## config.mk

```make
export PLATFORM = sky130hd
export DESIGN_NAME = complementary_pwm_dead_time_flat
export DESIGN_NICKNAME = d
export VERILOG_FILES = /design/src/rtl/cpwm_pkg.sv /design/src/rtl/cpwm_if.sv /design/src/rtl/cpwm_cfg_regs.sv /design/src/rtl/cpwm_duty_scale.sv /design/src/rtl/cpwm_core.sv /design/src/rtl/complementary_pwm_dead_time.sv /design/src/flat_wrapper.sv
export SDC_FILE = /design/constraint.sdc
export NUM_CORES = 1
export LEC_CHECK = 0
export BUFFER_PORTS_ARGS = -buffer_cell sky130_fd_sc_hd__buf_2
export CAP_MARGIN = 20
export CORE_UTILIZATION = 40
export DETAILED_ROUTE_END_ITERATION = 8
export RECOVER_POWER = 100
export SETUP_SLACK_MARGIN = 0.02
export SLEW_MARGIN = 10
export SYNTH_ARGS = -nofsm -noshare
export SYNTH_HDL_FRONTEND = slang
export SYNTH_SLANG_ARGS = --single-unit
```

## constraint.sdc

```tcl
create_clock -name clk -period 15.2 [get_ports clk]
set_input_delay 1.52 -clock clk [delete_from_list [all_inputs] [get_ports clk]]
set_output_delay 1.52 -clock clk [all_outputs]
set_load 0.1 [all_outputs]
```

## src/rtl/cpwm_pkg.sv

```systemverilog
// Package for the complementary PWM with dead-time insertion.
// Holds the shared widths, codes, reset values and the item, result and config types.
// No dependencies.
package cpwm_pkg;

  localparam int unsigned DUTY_BITS    = 16;
  localparam int unsigned PERIOD_BITS  = 16;
  localparam int unsigned DEAD_BITS    = 8;
  localparam int unsigned CMP_BITS     = 16;
  localparam int unsigned REG_IDX_BITS = 3;
  localparam int unsigned REG_DATA_BITS = 16;

  // operation codes
  localparam logic OP_TICK     = 1'b0;
  localparam logic OP_SET_DUTY = 1'b1;

  // register indexes
  localparam logic [REG_IDX_BITS-1:0] REG_PERIOD         = 3'd0;
  localparam logic [REG_IDX_BITS-1:0] REG_DEAD_TIME_HIGH = 3'd1;
  localparam logic [REG_IDX_BITS-1:0] REG_DEAD_TIME_LOW  = 3'd2;
  localparam logic [REG_IDX_BITS-1:0] REG_MIN_COMPARE    = 3'd3;
  localparam logic [REG_IDX_BITS-1:0] REG_MAX_COMPARE    = 3'd4;

  // register reset values
  localparam logic [PERIOD_BITS-1:0] PERIOD_RESET      = 16'd159;
  localparam logic [DEAD_BITS-1:0]   DEAD_TIME_RESET   = 8'd6;
  localparam logic [CMP_BITS-1:0]    MIN_COMPARE_RESET = 16'd8;
  localparam logic [CMP_BITS-1:0]    MAX_COMPARE_RESET = 16'd151;

  localparam logic [DEAD_BITS-1:0] SINCE_EDGE_MAX = 8'hFF;

  typedef struct packed {
    logic [PERIOD_BITS-1:0] period;
    logic [DEAD_BITS-1:0]   dead_time_high;
    logic [DEAD_BITS-1:0]   dead_time_low;
    logic [CMP_BITS-1:0]    min_compare;
    logic [CMP_BITS-1:0]    max_compare;
  } cfg_t;

  typedef struct packed {
    logic                 operation;
    logic [DUTY_BITS-1:0] duty;
  } item_t;

  typedef struct packed {
    logic                high_side;
    logic                low_side;
    logic                outputs_connected;
    logic [CMP_BITS-1:0] live_compare;
    logic                period_start;
  } result_t;

endpackage

```

## src/rtl/cpwm_if.sv

```systemverilog
// Valid/ready channel interfaces for the complementary PWM block.
// Depends on cpwm_pkg for field widths.
interface cpwm_item_if import cpwm_pkg::*; ();
  logic                 valid;
  logic                 ready;
  logic                 operation;
  logic [DUTY_BITS-1:0] duty;

  modport source (output valid, operation, duty, input ready);
  modport sink   (input valid, operation, duty, output ready);
endinterface

interface cpwm_result_if import cpwm_pkg::*; ();
  logic                valid;
  logic                ready;
  logic                high_side;
  logic                low_side;
  logic                outputs_connected;
  logic [CMP_BITS-1:0] live_compare;
  logic                period_start;

  modport source (output valid, high_side, low_side, outputs_connected, live_compare,
                  period_start, input ready);
  modport sink   (input valid, high_side, low_side, outputs_connected, live_compare,
                  period_start, output ready);
endinterface

interface cpwm_cfg_if import cpwm_pkg::*; ();
  logic                     valid;
  logic                     ready;
  logic [REG_IDX_BITS-1:0]  index;
  logic [REG_DATA_BITS-1:0] data;

  modport source (output valid, index, data, input ready);
  modport sink   (input valid, index, data, output ready);
endinterface

```

## src/rtl/cpwm_cfg_regs.sv

```systemverilog
// Configuration register file of the complementary PWM block.
// Depends on cpwm_pkg and the cpwm_cfg_if channel.
module cpwm_cfg_regs import cpwm_pkg::*; (
  input  logic        clk,
  input  logic        rst,
  cpwm_cfg_if.sink    cfg,
  output cfg_t        regs
);

  assign cfg.ready = 1'b1;

  always_ff @(posedge clk) begin
    if (rst) begin
      regs.period         <= PERIOD_RESET;
      regs.dead_time_high <= DEAD_TIME_RESET;
      regs.dead_time_low  <= DEAD_TIME_RESET;
      regs.min_compare    <= MIN_COMPARE_RESET;
      regs.max_compare    <= MAX_COMPARE_RESET;
    end else if (cfg.valid) begin
      case (cfg.index)
        REG_PERIOD:         regs.period         <= cfg.data[PERIOD_BITS-1:0];
        REG_DEAD_TIME_HIGH: regs.dead_time_high <= cfg.data[DEAD_BITS-1:0];
        REG_DEAD_TIME_LOW:  regs.dead_time_low  <= cfg.data[DEAD_BITS-1:0];
        REG_MIN_COMPARE:    regs.min_compare    <= cfg.data[CMP_BITS-1:0];
        REG_MAX_COMPARE:    regs.max_compare    <= cfg.data[CMP_BITS-1:0];
        default: ;  // drop writes to unused indexes
      endcase
    end
  end

endmodule

```

## src/rtl/cpwm_duty_scale.sv

```systemverilog
// Duty scaling: duty * period / 65535, clamped to min_compare then max_compare.
// Depends on cpwm_pkg.
module cpwm_duty_scale import cpwm_pkg::*; (
  input  logic [DUTY_BITS-1:0] duty,
  input  cfg_t                 regs,
  output logic [CMP_BITS-1:0]  compare
);

  logic [31:0]         product;
  logic [31:0]         rounded;
  logic [CMP_BITS-1:0] quotient;
  logic [CMP_BITS-1:0] floored;

  // x / 65535 == (x + (x >> 16) + 1) >> 16 for any x up to 65535 * 65535,
  // and the sum stays within 32 bits over that range
  assign product  = 32'(duty) * 32'(regs.period);
  assign rounded  = product + 32'(product[31:16]) + 32'd1;
  assign quotient = rounded[31:16];

  assign floored = (quotient < regs.min_compare) ? regs.min_compare : quotient;
  assign compare = (floored > regs.max_compare) ? regs.max_compare : floored;

endmodule

```

## src/rtl/cpwm_core.sv

```systemverilog
// PWM state: counter, live and buffered compare, connect flag and dead-time tracking.
// Updates on each fired item and gives that item's result.
// Depends on cpwm_pkg and cpwm_duty_scale.
module cpwm_core import cpwm_pkg::*; #(
  parameter int unsigned COUNT_BITS = 16
) (
  input  logic    clk,
  input  logic    rst,
  input  logic    fire,
  input  item_t   item_q,
  input  cfg_t    regs,
  output result_t res
);

  localparam int unsigned WIDE_BITS = (COUNT_BITS > CMP_BITS) ? COUNT_BITS : CMP_BITS;
  localparam logic [COUNT_BITS-1:0] COUNT_MAX = {COUNT_BITS{1'b1}};

  logic [COUNT_BITS-1:0] count;
  logic [CMP_BITS-1:0]   compare_now;
  logic [CMP_BITS-1:0]   compare_buffer;
  logic                  buffer_pending;
  logic                  connected;
  logic                  raw_previous;
  logic [DEAD_BITS-1:0]  since_edge;

  logic [COUNT_BITS-1:0] count_next;
  logic [CMP_BITS-1:0]   compare_now_next;
  logic [CMP_BITS-1:0]   compare_buffer_next;
  logic                  buffer_pending_next;
  logic                  connected_next;
  logic                  raw_previous_next;
  logic [DEAD_BITS-1:0]  since_edge_next;
  logic                  wrap;

  logic [CMP_BITS-1:0]   scaled;
  logic [WIDE_BITS-1:0]  period_wide;
  logic [WIDE_BITS-1:0]  top_wide;
  logic                  raw;

  cpwm_duty_scale u_scale (
    .duty    (item_q.duty),
    .regs    (regs),
    .compare (scaled)
  );

  // top count saturates at what the counter can hold
  assign period_wide = WIDE_BITS'(regs.period);
  assign top_wide    = (period_wide > WIDE_BITS'(COUNT_MAX)) ? WIDE_BITS'(COUNT_MAX)
                                                              : period_wide;

  always_comb begin
    count_next          = count;
    compare_now_next    = compare_now;
    compare_buffer_next = compare_buffer;
    buffer_pending_next = buffer_pending;
    connected_next      = connected;
    raw_previous_next   = raw_previous;
    since_edge_next     = since_edge;
    wrap                = 1'b0;
    raw                 = 1'b0;

    if (item_q.operation == OP_TICK) begin
      if (WIDE_BITS'(count) >= top_wide) begin
        count_next = '0;
        wrap       = 1'b1;
        if (buffer_pending) begin
          compare_now_next    = compare_buffer;
          buffer_pending_next = 1'b0;
        end
      end else begin
        count_next = count + COUNT_BITS'(1);
      end
      raw = WIDE_BITS'(count_next) < WIDE_BITS'(compare_now_next);
      if (raw != raw_previous) begin
        since_edge_next = '0;
      end else if (since_edge != SINCE_EDGE_MAX) begin
        since_edge_next = since_edge + DEAD_BITS'(1);
      end
      raw_previous_next = raw;
    end else if (item_q.duty == '0) begin
      connected_next      = 1'b0;
      compare_buffer_next = '0;
      compare_now_next    = '0;
      buffer_pending_next = 1'b0;
    end else begin
      compare_buffer_next = scaled;
      if (!connected) begin
        compare_now_next    = scaled;
        buffer_pending_next = 1'b0;
        connected_next      = 1'b1;
      end else begin
        buffer_pending_next = 1'b1;
      end
    end

    res.high_side         = connected_next && raw_previous_next &&
                            (since_edge_next >= regs.dead_time_high);
    res.low_side          = connected_next && !raw_previous_next &&
                            (since_edge_next >= regs.dead_time_low);
    res.outputs_connected = connected_next;
    res.live_compare      = compare_now_next;
    res.period_start      = wrap;
  end

  always_ff @(posedge clk) begin
    if (rst) begin
      count          <= '0;
      compare_now    <= '0;
      compare_buffer <= '0;
      buffer_pending <= 1'b0;
      connected      <= 1'b0;
      raw_previous   <= 1'b0;
      since_edge     <= '0;
    end else if (fire) begin
      count          <= count_next;
      compare_now    <= compare_now_next;
      compare_buffer <= compare_buffer_next;
      buffer_pending <= buffer_pending_next;
      connected      <= connected_next;
      raw_previous   <= raw_previous_next;
      since_edge     <= since_edge_next;
    end
  end

  // both gates never on together
  a_no_shoot_through: assert property (@(posedge clk) disable iff (rst)
    !(res.high_side && res.low_side))
    else $error("high and low side driven together");

  // zero duty clears compare, buffer and connection
  a_zero_duty_off: assert property (@(posedge clk) disable iff (rst)
    fire && item_q.operation == OP_SET_DUTY && item_q.duty == '0 |=>
      !connected && compare_now == '0 && !buffer_pending)
    else $error("zero duty did not disconnect");

  // a wrap always consumes a pending buffer
  a_wrap_loads: assert property (@(posedge clk) disable iff (rst)
    fire && item_q.operation == OP_TICK && wrap && buffer_pending |=>
      !buffer_pending && compare_now == $past(compare_buffer))
    else $error("pending compare not loaded at wrap");

  // a buffer can be pending only while connected
  a_pending_connected: assert property (@(posedge clk) disable iff (rst)
    buffer_pending |-> connected)
    else $error("compare pending while disconnected");

endmodule

```

## src/rtl/complementary_pwm_dead_time.sv

```systemverilog
// Complementary PWM with dead-time insertion for a synchronous buck gate drive.
//
// Channels: 'item' takes transactions of {operation, duty}. A tick advances the
// single-slope counter (0..period inclusive) by one count; a set-duty
// transaction scales duty*period/65535, clamps it to min_compare..max_compare
// and buffers it until the next wrap (loads it at once when the outputs were
// off; zero duty turns them off). 'result' returns one transaction per item:
// gate levels, connect flag, live compare and a period-start flag. 'cfg' writes
// the five registers by index; it is always ready, use it only while idle.
//
// An accepted item sits in the input register until the result register is
// free, is then processed and lands in the result register to be offered.
// Throughput: one transaction per cycle while results are taken, set by the
// combinational update of counter and compare (16x16 multiply, reciprocal
// divide and clamp in one path).
//
// Reset (rst, synchronous): counter, compares and dead-time tracking cleared,
// outputs disconnected, no result valid, registers to defaults. When the result
// receiver stalls, the held result stays stable, the input register still
// takes one more transaction, and then 'item' ready drops until space frees.
module complementary_pwm_dead_time import cpwm_pkg::*; #(
  parameter int unsigned COUNT_BITS = 16
) (
  input  logic         clk,
  input  logic         rst,
  cpwm_item_if.sink    item,
  cpwm_result_if.source result,
  cpwm_cfg_if.sink     cfg
);

  cfg_t    regs;
  item_t   item_q;
  logic    item_valid;
  result_t res_next;
  result_t result_q;
  logic    result_valid;
  logic    out_free;
  logic    fire;

  cpwm_cfg_regs u_cfg (
    .clk  (clk),
    .rst  (rst),
    .cfg  (cfg),
    .regs (regs)
  );

  // result register is free when empty or being taken this cycle
  assign out_free   = !result_valid || result.ready;
  assign fire       = item_valid && out_free;
  assign item.ready = !item_valid || out_free;

  // input register: hold the transaction until it is processed
  always_ff @(posedge clk) begin
    if (rst) begin
      item_valid <= 1'b0;
    end else if (item.ready) begin
      item_valid <= item.valid;
    end
  end

  always_ff @(posedge clk) begin
    if (item.ready && item.valid) begin
      item_q.operation <= item.operation;
      item_q.duty      <= item.duty;
    end
  end

  cpwm_core #(
    .COUNT_BITS (COUNT_BITS)
  ) u_core (
    .clk    (clk),
    .rst    (rst),
    .fire   (fire),
    .item_q (item_q),
    .regs   (regs),
    .res    (res_next)
  );

  // result register: advance on fire, drop valid once taken
  always_ff @(posedge clk) begin
    if (rst) begin
      result_valid <= 1'b0;
    end else if (fire) begin
      result_valid <= 1'b1;
    end else if (result.ready) begin
      result_valid <= 1'b0;
    end
  end

  always_ff @(posedge clk) begin
    if (fire) begin
      result_q <= res_next;
    end
  end

  assign result.valid             = result_valid;
  assign result.high_side         = result_q.high_side;
  assign result.low_side          = result_q.low_side;
  assign result.outputs_connected = result_q.outputs_connected;
  assign result.live_compare      = result_q.live_compare;
  assign result.period_start      = result_q.period_start;

endmodule

```

## src/flat_wrapper.sv

```systemverilog
// flat-port wrapper written by rule: the top's interface ports become plain ports
module complementary_pwm_dead_time_flat import cpwm_pkg::*;
#(
  parameter int unsigned COUNT_BITS = 16
)
  (clk, rst, item_valid, item_operation, item_duty, item_ready, result_valid, result_high_side, result_low_side, result_outputs_connected, result_live_compare, result_period_start, result_ready, cfg_valid, cfg_index, cfg_data, cfg_ready);
  cpwm_item_if item_i ();
  cpwm_result_if result_i ();
  cpwm_cfg_if cfg_i ();
  input  logic clk;
  input  logic rst;
  input wire logic [$bits(item_i.valid)-1:0] item_valid;
  input wire logic [$bits(item_i.operation)-1:0] item_operation;
  input wire logic [$bits(item_i.duty)-1:0] item_duty;
  output wire logic [$bits(item_i.ready)-1:0] item_ready;
  output wire logic [$bits(result_i.valid)-1:0] result_valid;
  output wire logic [$bits(result_i.high_side)-1:0] result_high_side;
  output wire logic [$bits(result_i.low_side)-1:0] result_low_side;
  output wire logic [$bits(result_i.outputs_connected)-1:0] result_outputs_connected;
  output wire logic [$bits(result_i.live_compare)-1:0] result_live_compare;
  output wire logic [$bits(result_i.period_start)-1:0] result_period_start;
  input wire logic [$bits(result_i.ready)-1:0] result_ready;
  input wire logic [$bits(cfg_i.valid)-1:0] cfg_valid;
  input wire logic [$bits(cfg_i.index)-1:0] cfg_index;
  input wire logic [$bits(cfg_i.data)-1:0] cfg_data;
  output wire logic [$bits(cfg_i.ready)-1:0] cfg_ready;
  assign item_i.valid = item_valid;
  assign item_i.operation = item_operation;
  assign item_i.duty = item_duty;
  assign item_ready = item_i.ready;
  assign result_valid = result_i.valid;
  assign result_high_side = result_i.high_side;
  assign result_low_side = result_i.low_side;
  assign result_outputs_connected = result_i.outputs_connected;
  assign result_live_compare = result_i.live_compare;
  assign result_period_start = result_i.period_start;
  assign result_i.ready = result_ready;
  assign cfg_i.valid = cfg_valid;
  assign cfg_i.index = cfg_index;
  assign cfg_i.data = cfg_data;
  assign cfg_ready = cfg_i.ready;
  complementary_pwm_dead_time #(.COUNT_BITS(COUNT_BITS)) u_core (.clk(clk), .rst(rst), .item(item_i), .result(result_i), .cfg(cfg_i));
endmodule
```

* Word level (Yosys, flattened, before mapping) *
Cells that the tools add are included.

storage, ports and cells
  flip-flop bits (word level) = 162
  logic and storage cells = 88
  output and inout bits = 23

cells by class
  add/sub/neg operators = 4
  reduce and logical (&&, ||, !) cells = 23
  bitwise logic cells = 1
  muxes and demuxes = 25
  eq/ne operators = 6
  $lt $le $gt $ge = 7
  multiply operators = 1

operators with widths
  operator                 count
  $mux W16                 12
  $add A32 B1 Y32 const B  1
  $add A32 B16 Y32         1
  $lt A16 B16 Y1           2
  $mul A16 B16 Y32         1
  $mux W8                  3
  $add A16 B1 Y16 const B  1
  $ge A16 B16 Y1           1
  $ge A8 B8 Y1             2
  $gt A16 B16 Y1           1
  $gt A16 B16 Y1 const B   1
  $logic_not A16 Y1        1
  $reduce_and A2 Y1        8
  $mux W1                  10
  $add A8 B1 Y8 const B    1
  $ne A8 B8 Y1 const B     1
  $eq A3 B2 Y1 const B     2
  $logic_and A1 B1 Y1      6
  $reduce_bool A2 Y1       2
  $eq A3 B1 Y1 const B     1
  $eq A3 B3 Y1 const B     1
  $logic_not A1 Y1         3
  $logic_not A3 Y1         1
  $logic_or A1 B1 Y1       2
  other kinds (2)          2

* Longest topological paths before layout *
Gate-level depths: netlist (run 1).

  word-level depth = 11
  gate-level depth with buffers = 61
  gate-level depth less buffers = 57

* By module *
From an unflattened synthesis (run 1), not the netlist that was laid out.

second synthesis, totals
  cell total of the unflattened synthesis = 2180
  area, all modules = 19266.0 um2

by module, submodules not included
  module                       instances  area an instance (um2)  cells each  sequential area each (um2)
  cpwm_duty_scale              1          10805.4                 1282        0.0
  cpwm_core                    1          4688.2                  613         1181.1
  cpwm_cfg_regs                1          2557.5                  238         1281.2
  complementary_pwm_dead_time  1          1214.9                  47          1151.1

* Worst setup path after synthesis (run 1) *
Ideal clock, no wire load.

  path kind = reg-to-reg
  start = register, netlist name u_core.u_cfg.regs[56]
  end = register u_core.result_q (netlist bit u_core.result.live_compare[3]), data pin
  stages on the path, launching flop included = 58
  clock period less this slack = 12.368 ns
  data required time = 14.938 ns
  setup slack = 2.832 ns
  arrival = 12.106 ns
  cells stage by stage = dfxtp_1 > clkbuf_1 > clkbuf_1 > nand2_1 > fa_1 > inv_1 > fa_1 > inv_1 > fa_1 > inv_1 > fa_1 > fa_1 > inv_1 > fa_1 > inv_1 > ha_1 > clkbuf_2 > a21oi_1 > [22 not listed] > a211o_1 > a21o_2 > buf_6 > mux2_2 > ha_1 > nor2b_1 > o21a_1 > o21a_1 > o21ai_0 > nand2b_1 > a21oi_1 > nor2b_1 > o21a_1 > o31ai_1 > nor3_1 > a22oi_1 > o21ai_0 > or2_2

RTL lines
  item                  RTL line                           source
  to (signal assigned)  complementary_pwm_dead_time.sv:92  result_q <= res_next;
  to (decl)             complementary_pwm_dead_time.sv:35  result_t result_q;

* Worst setup path in the final report (run 1) *
  start = register, netlist name u_core.u_cfg.regs[51]
  end = register u_core.u_core.compare_now[4]

on the way
  cells in the longest elaborated chain, start to end = 10
  elaborated cells on any way between the ends = 15

RTL lines
  item                  RTL line               source
  $mul A16 B16 Y32      cpwm_duty_scale.sv:16  assign product = 32'(duty) * 32'(regs.period);
  $add A32 B16 Y32      cpwm_duty_scale.sv:17  assign rounded = product + 32'(product[31:16]) + 32'd1;
  $add A32 B1 Y32       cpwm_duty_scale.sv:17
  $lt A16 B16 Y1        cpwm_duty_scale.sv:20  assign floored = (quotient < regs.min_compare) ? regs.min_compare : quotient;
  $mux W16              cpwm_duty_scale.sv:20
  $gt A16 B16 Y1        cpwm_duty_scale.sv:21  assign compare = (floored > regs.max_compare) ? regs.max_compare : floored;
  $mux W16              cpwm_duty_scale.sv:21
  $mux W16              cpwm_core.sv:87        if (!connected) begin
  $mux W16              cpwm_core.sv:80        end else if (item_q.duty == '0) begin
  $mux W16 (*)          cpwm_core.sv:62        if (item_q.operation == OP_TICK) begin
  to (signal assigned)  cpwm_core.sv:116       compare_now <= compare_now_next;
  to (decl)             cpwm_core.sv:19        logic [CMP_BITS-1:0] compare_now;

Mark *: on every way between the ends. The rest lies on a longest branch, timed or not. The select of a mux whose other input is x is not followed.
A chain may end at the register's enable or synchronous reset.

==> results of run 1 <==
worst reg2reg max path: cells and delay by family (launching register included):
kind / cells / cell delay [ps]
fa+ha+maj: 10 / 4430
compound gates: 20 / 5130
buf+inv: 4 / 410
simple gates: 17 / 2690
flops: 1 / 880
mux: 1 / 400
xor+xnor: 1 / 220
state kept, by name (all words and copies together), names as in the netlist, 8 cells and up:
name,cells
u_core.u_core.compare_now,16
u_core.u_core.since_edge,8
u_core.u_cfg.regs,64
u_core.item_q,17
u_core.result.live_compare,16
u_core.u_core.count,16
u_core.u_core.compare_buffer,16
cells by family (layout without fill, tap and decap cells):
group | count (synthesis) | count (layout) | synth area share
xor gates and xnor gates | 54 | 54 | 0.0259
and+or+nand+nor | 847 | 847 | 0.210
other | 1 | 1 | 0.000194
DFF | 162 | 162 | 0.187
AOI/OAI and AO/OA | 395 | 395 | 0.145
adders and majority gates | 390 | 390 | 0.327
muxes | 37 | 37 | 0.0204
buffers and inverters | 427 | 434 | 0.0846
what timing repair did:
action | CTS | global route
setup endpoints to repair | 0 | 4
resized for setup | 0 | 4
buffers inserted | 0 | 0
metrics by stage:
stage / area, um^2 / worst slack [ps] / util / instances / hold WS (ps)
floorplan: 19300 / 2830 / - / 2313 / 424
global placement: 20100 / 1250 / 0.422 / 2903 / 438
detailed placement: 20100 / 1100 / 0.422 / 2903 / 439
CTS: 20700 / 1050 / 0.434 / 2935 / 449
global route: 20700 / 55.5 / 0.433 / 2935 / 485
finish: 20700 / 894 / 0.433 / 2935 / 455
final cells by class:
class,instances,area share
clock buffers,18,0.0212
flip-flops and latches,162,0.175
well taps,615,0.0372
inverters,323,0.0587
repair buffers,79,0.0188
clock inverters,14,0.00720
multi-input cells,1724,0.682
cells in the final DEF, fill, tap and decap left out, types with 14 or more instances in the layout:
cell         n
a211oi_1    14
nand3_1     40
clkbuf_16   17
xor2_1      25
nor2b_1     16
nor2_1     130
nand2b_1    19
buf_2       35
nand3b_1    14
clkbuf_1    31
nand2_1    381
a31oi_1     19
o21ai_0     61
a21o_1      33
inv_1      321
edfxtp_1    37
and2_1     120
nand4_1     24
xnor2_1     27
mux2i_1     30
dfxtp_1    122
or2_2       18
fa_1       194
ha_1       196
a21oi_1    132
nor3_1      16
path summary, 6_finish.rpt:
kind         cells past startpoint  slack [ps]                            to
min reg2reg                      2         460         u_core.u_cfg.regs[31]
min                              2         460         u_core.u_cfg.regs[31]
max reg2reg                     53         890  u_core.u_core.compare_now[4]
max                             53         890  u_core.u_core.compare_now[4]
layer usage:
metal  share of wire  GRT usage  vias to the layer above  wire, um
met3           0.073     0.0566                       73      4170
met4           0.019     0.0612                        0      1100
li1                -          -                     7632         -
met5               0          0                        -         0
met1            0.45      0.328                     7918     25800
met2            0.45      0.374                      532     25800
==> impl_results.md, run 1 <==
- Status: complete, but fails checks
- Failing checks: max-capacitance violations, max-slew violations
- GPL Wtd Cong: 0.905
- Count of final setup violators: 0
- DIE HEIGHT: around 220 um
- RSZ-0062 raised after global routing: no
- Antenna diode count: 0
- Cells after Synth: about 2300
- Post-synth top area cell: fa_1
- Crit end category: register
- Post-DRT Antenna Nets: 0
- CTS tree: yes
- GRT Residual Overflow: 0
- Final hold vios: 0
- F_max: between 60 and 70 MHz
- Fin. max-slew vios: 111
- First-pass GRT wire length: between 90000 and 100000 um
- Die X: roughly 220 um
- WL final: around 57000 um
- Hold_buf cts: 0
- Residual DRC: 0
- Fin nets: 2738
- Mapped Area: ~0.019 mm^2
- Core ar.: 0.0477 mm^2
- Ports: 64
- Row count: 80
- Share of post-route cells with drive strength above 1: 0.0634
- Crit share post-route: 0.941
- Yosys cell types: 95
- Die area: 0.0493 mm^2
- Initial core utilization: 0.405
- Area Growth Syn to Fin: 6.82%
- Yosys warning count: 0
- Setup TNS: 0 ps
- Leading post-synthesis cells by cell area: fa_1 (20%), dfxtp_1 (13%), ha_1 (13%), nand2_1 (7.4%), inv_1 (6.2%)
- Fill count: around 4800
- Worst EP required: ~16000 ps
- Synth Flop Type: dfxtp_1
- CP Launch Type: register
- Register area: 0.00362 mm^2
- Multi-input logic area: 0.0141 mm^2
- Critical Path Max Stage Delay: 880 ps
- H-Tree Depth: 4
- Total GRT Usage: 0.238
- Buf/Inv on CP: 4
- Drt initial violations: approximately 1300
- Num CTS Buffers: 17
- Clock Tree Buf Depth: 2
- Largest net degree at the start of global routing: 73
- Worst skew pair latency: 490 ps
- Measured slew at the worst slew-check pin: about 2600 ps
- Critical Path Fanout Max: 20
- Routed length per instance: 19.4 um
- First-pass DRT Iterations: 6
- Hold Path Class: register to register
- Most common cell in the netlist: nand2_1
- Synthesized flop and latch total: 162
- Crit path kind: register to register
- Vias in the first global route: roughly 16000
- Worst r2r src: u_core.u_cfg.regs[51]
- Worst Path Arrival: roughly 15000 ps
- Crit path from: u_core.u_cfg.regs[51]
- Top-area cell type share of the netlist area: 0.201
- Post-synth EDFFs: 37
- Max-cap violations: 3
- Ys async rst share: 0
- Root Driver: clkbuf_16
- I/O Buffers: a little over 60
- Via-to-Cell Ratio: approximately 5.5
- Sum of net half-perimeters after detailed placement: around 44000 um
- CP top delay family: compound AO/OA/AOI/OAI gates
- Slew headroom: -0.740
- Post-synth top cells: nand2_1 (381), inv_1 (321), ha_1 (196)
- Hold Startpoint: u_core.u_cfg.regs[31]
- Via count: 16200
- Initial antenna violation count: 0
- Post-Syn Area per Cell: between 8 and 9 um^2
- Worst-path clk slew: 80 ps
- Final min period: between 10000 and 15000 ps
- Register area share after synthesis: 0.187
- Net Count, Synth: roughly 2700
- Final setup skew: between 20 and 25 ps
- CP max-delay cell: dfxtp_1
- Sink Count: 162
Power of run 1 is left out: the tool's default activity adds up to more than one toggle a clock period on the data nets, which glitch-free logic cannot reach.
==> inputs of run 2 (changes only) <==
Settings changed: CELL_PAD_IN_SITES_DETAIL_PLACEMENT from default to 2, CELL_PAD_IN_SITES_GLOBAL_PLACEMENT from default to 2, PLACE_DENSITY_LB_ADDON from default to 0.1.
==> impl_results.md, run 2 (synthesized netlist as in run 1, its figures left out) <==
- Status: complete, but fails checks
- Failing checks: max-capacitance violations, max-slew violations
- CTS tree: yes
- Largest registers: u_core.u_cfg.regs x64, u_core.item_q x17
- Worst Path Arrival: between 10000 and 15000 ps
- Row count: 80
- Via count: 17000
- F_max: 69.1 MHz
- GRT Max-Usage Layer: met2
- Measured slew at the worst slew-check pin: between 2000 and 3000 ps
- Core ar.: ~0.048 mm^2
- Worst skew pair latency: just under 500 ps
- Initial core utilization: 0.405
- Critical Path Fanout Max: 20
- Most used cell, CP: fa_1
- H-Tree Depth: 4
- First-pass DRT Iterations: 5
- Sum of net half-perimeters after detailed placement: about 57000 um
- Final core utilization: 0.441
- Final hold vios: 0
- DIE HEIGHT: between 200 and 250 um
- Residual DRC: 0
- Drt initial violations: around 1100
- Count of final setup violators: 0
- Final setup skew: between 15 and 20 ps
- CP max-delay cell: fa_1
- Routed length per instance: between 20 and 25 um
- Commonest non-fill, non-tap cells in the layout: nand2_1 (381), inv_1 (321), ha_1 (196)
- Reg2reg path depth: 54
- GPL Wtd Cong: about 0.88
- Fin. max-slew vios: between 100 and 150
- Hold Path Class: register to register
- WL final: around 73000 um
- Root Driver: clkbuf_16
- Crit share post-route: 0.952
- Critical Path Max Stage Delay: slightly above 600 ps
- Most flop-heavy register: u_core.u_cfg.regs
- CP Launch Type: register
- Met1 usage in global routing: 0.411
- Vias in the first global route: 18500
- Met2 global-route usage: 0.474
- Slew headroom: -0.853
- Initial antenna violation count: 2
- Die area: around 0.049 mm^2
- Die X: around 220 um
- Hold depth: 2
- Met3 Use GR: 0.0501
- Max-cap violations: 2
- Crit end category: register
- Crit path kind: register to register
- Worst EP required: 15560 ps
- R2R Setup Slk: between 700 and 800 ps
- First-pass GRT wire length: 111000 um
- I/O Buffers: between 60 and 70
- Post-DRT Antenna Nets: 0
- Num CTS Buffers: 17
- Final min period: roughly 14000 ps
- Clock Tree Buf Depth: 2
- Area Growth Syn to Fin: 8.76%
- Sink Count: roughly 160
- GRT Residual Overflow: 0
- Share of post-route cells with drive strength above 1: 0.0858
- Largest net degree at the start of global routing: just over 60
- Ports: 64
- Flip-flop count of the largest register after layout: 64
- Most common cell after layout, fill and taps aside: nand2_1
- Fin nets: between 2000 and 3000
- Worst-path clk slew: 70 ps
- Via-to-Cell Ratio: around 5.7
- Total GRT Usage: 0.296
[run 2: timing repair]
action,CTS,global route
setup buffers,0,38
setup endpoints to repair,0,48
gates resized for setup,0,13
hold buffers,0,0
[run 2: critical path, delay by kind of cell, from the launching register on]
| family | cells | cell delay, ps |
|---|---|---|
| adders and majority gates | 10 | 4620 |
| xor gates and xnor gates | 1 | 240 |
| buffers and inverters | 5 | 830 |
| muxes | 1 | 370 |
| AOI/OAI and AO/OA | 18 | 4690 |
| DFF | 1 | 580 |
| and+or+nand+nor | 19 | 3000 |
[run 2: area by class of cell]
| cell class | instances | area, um^2 |
|---|---|---|
| antenna | 1 | 2.50 |
| clock buffer | 23 | 488 |
| multi-input combinational | 1724 | 14100 |
| inverter | 323 | 1210 |
| clock inverter | 9 | 71.3 |
| fill | 5381 | 26700 |
| timing repair buffer | 125 | 763 |
| sequential | 162 | 3620 |
| tap | 615 | 769 |
[run 2: final timing paths]
kind | startpoint | to
worst max register to register | u_core.u_cfg.regs[56] | u_core.result.live_compare[3]
worst max-delay path | u_core.u_cfg.regs[56] | u_core.result.live_compare[3]
worst min register to register | u_core.u_cfg.regs[39] | u_core.u_cfg.regs[39]
worst min-delay path | u_core.u_cfg.regs[39] | u_core.u_cfg.regs[39]
[run 2: through the flow]
step                      worst slack, ps  instance area (um^2)  hold WS, ps  cells  TNS [ps]
after floorplan                      2830                 19300          424   2313         0
after global placement                485                 20200          439   2911         0
after detailed placement             96.1                 20200          456   2911         0
after CTS                            50.8                 20800          466   2943         0
after global routing                -48.4                 21000          481   2981     -76.3
final                                 729                 21000          462   2982         0
[run 2: metal layers]
metal | wire length (um) | up-vias
met2 | 34300 | 325
li1 | - | 7705
met5 | 13 | -
met3 | 3230 | 66
met4 | 1070 | 2
met1 | 34500 | 8877
Power of run 2 is left out for the same reason.
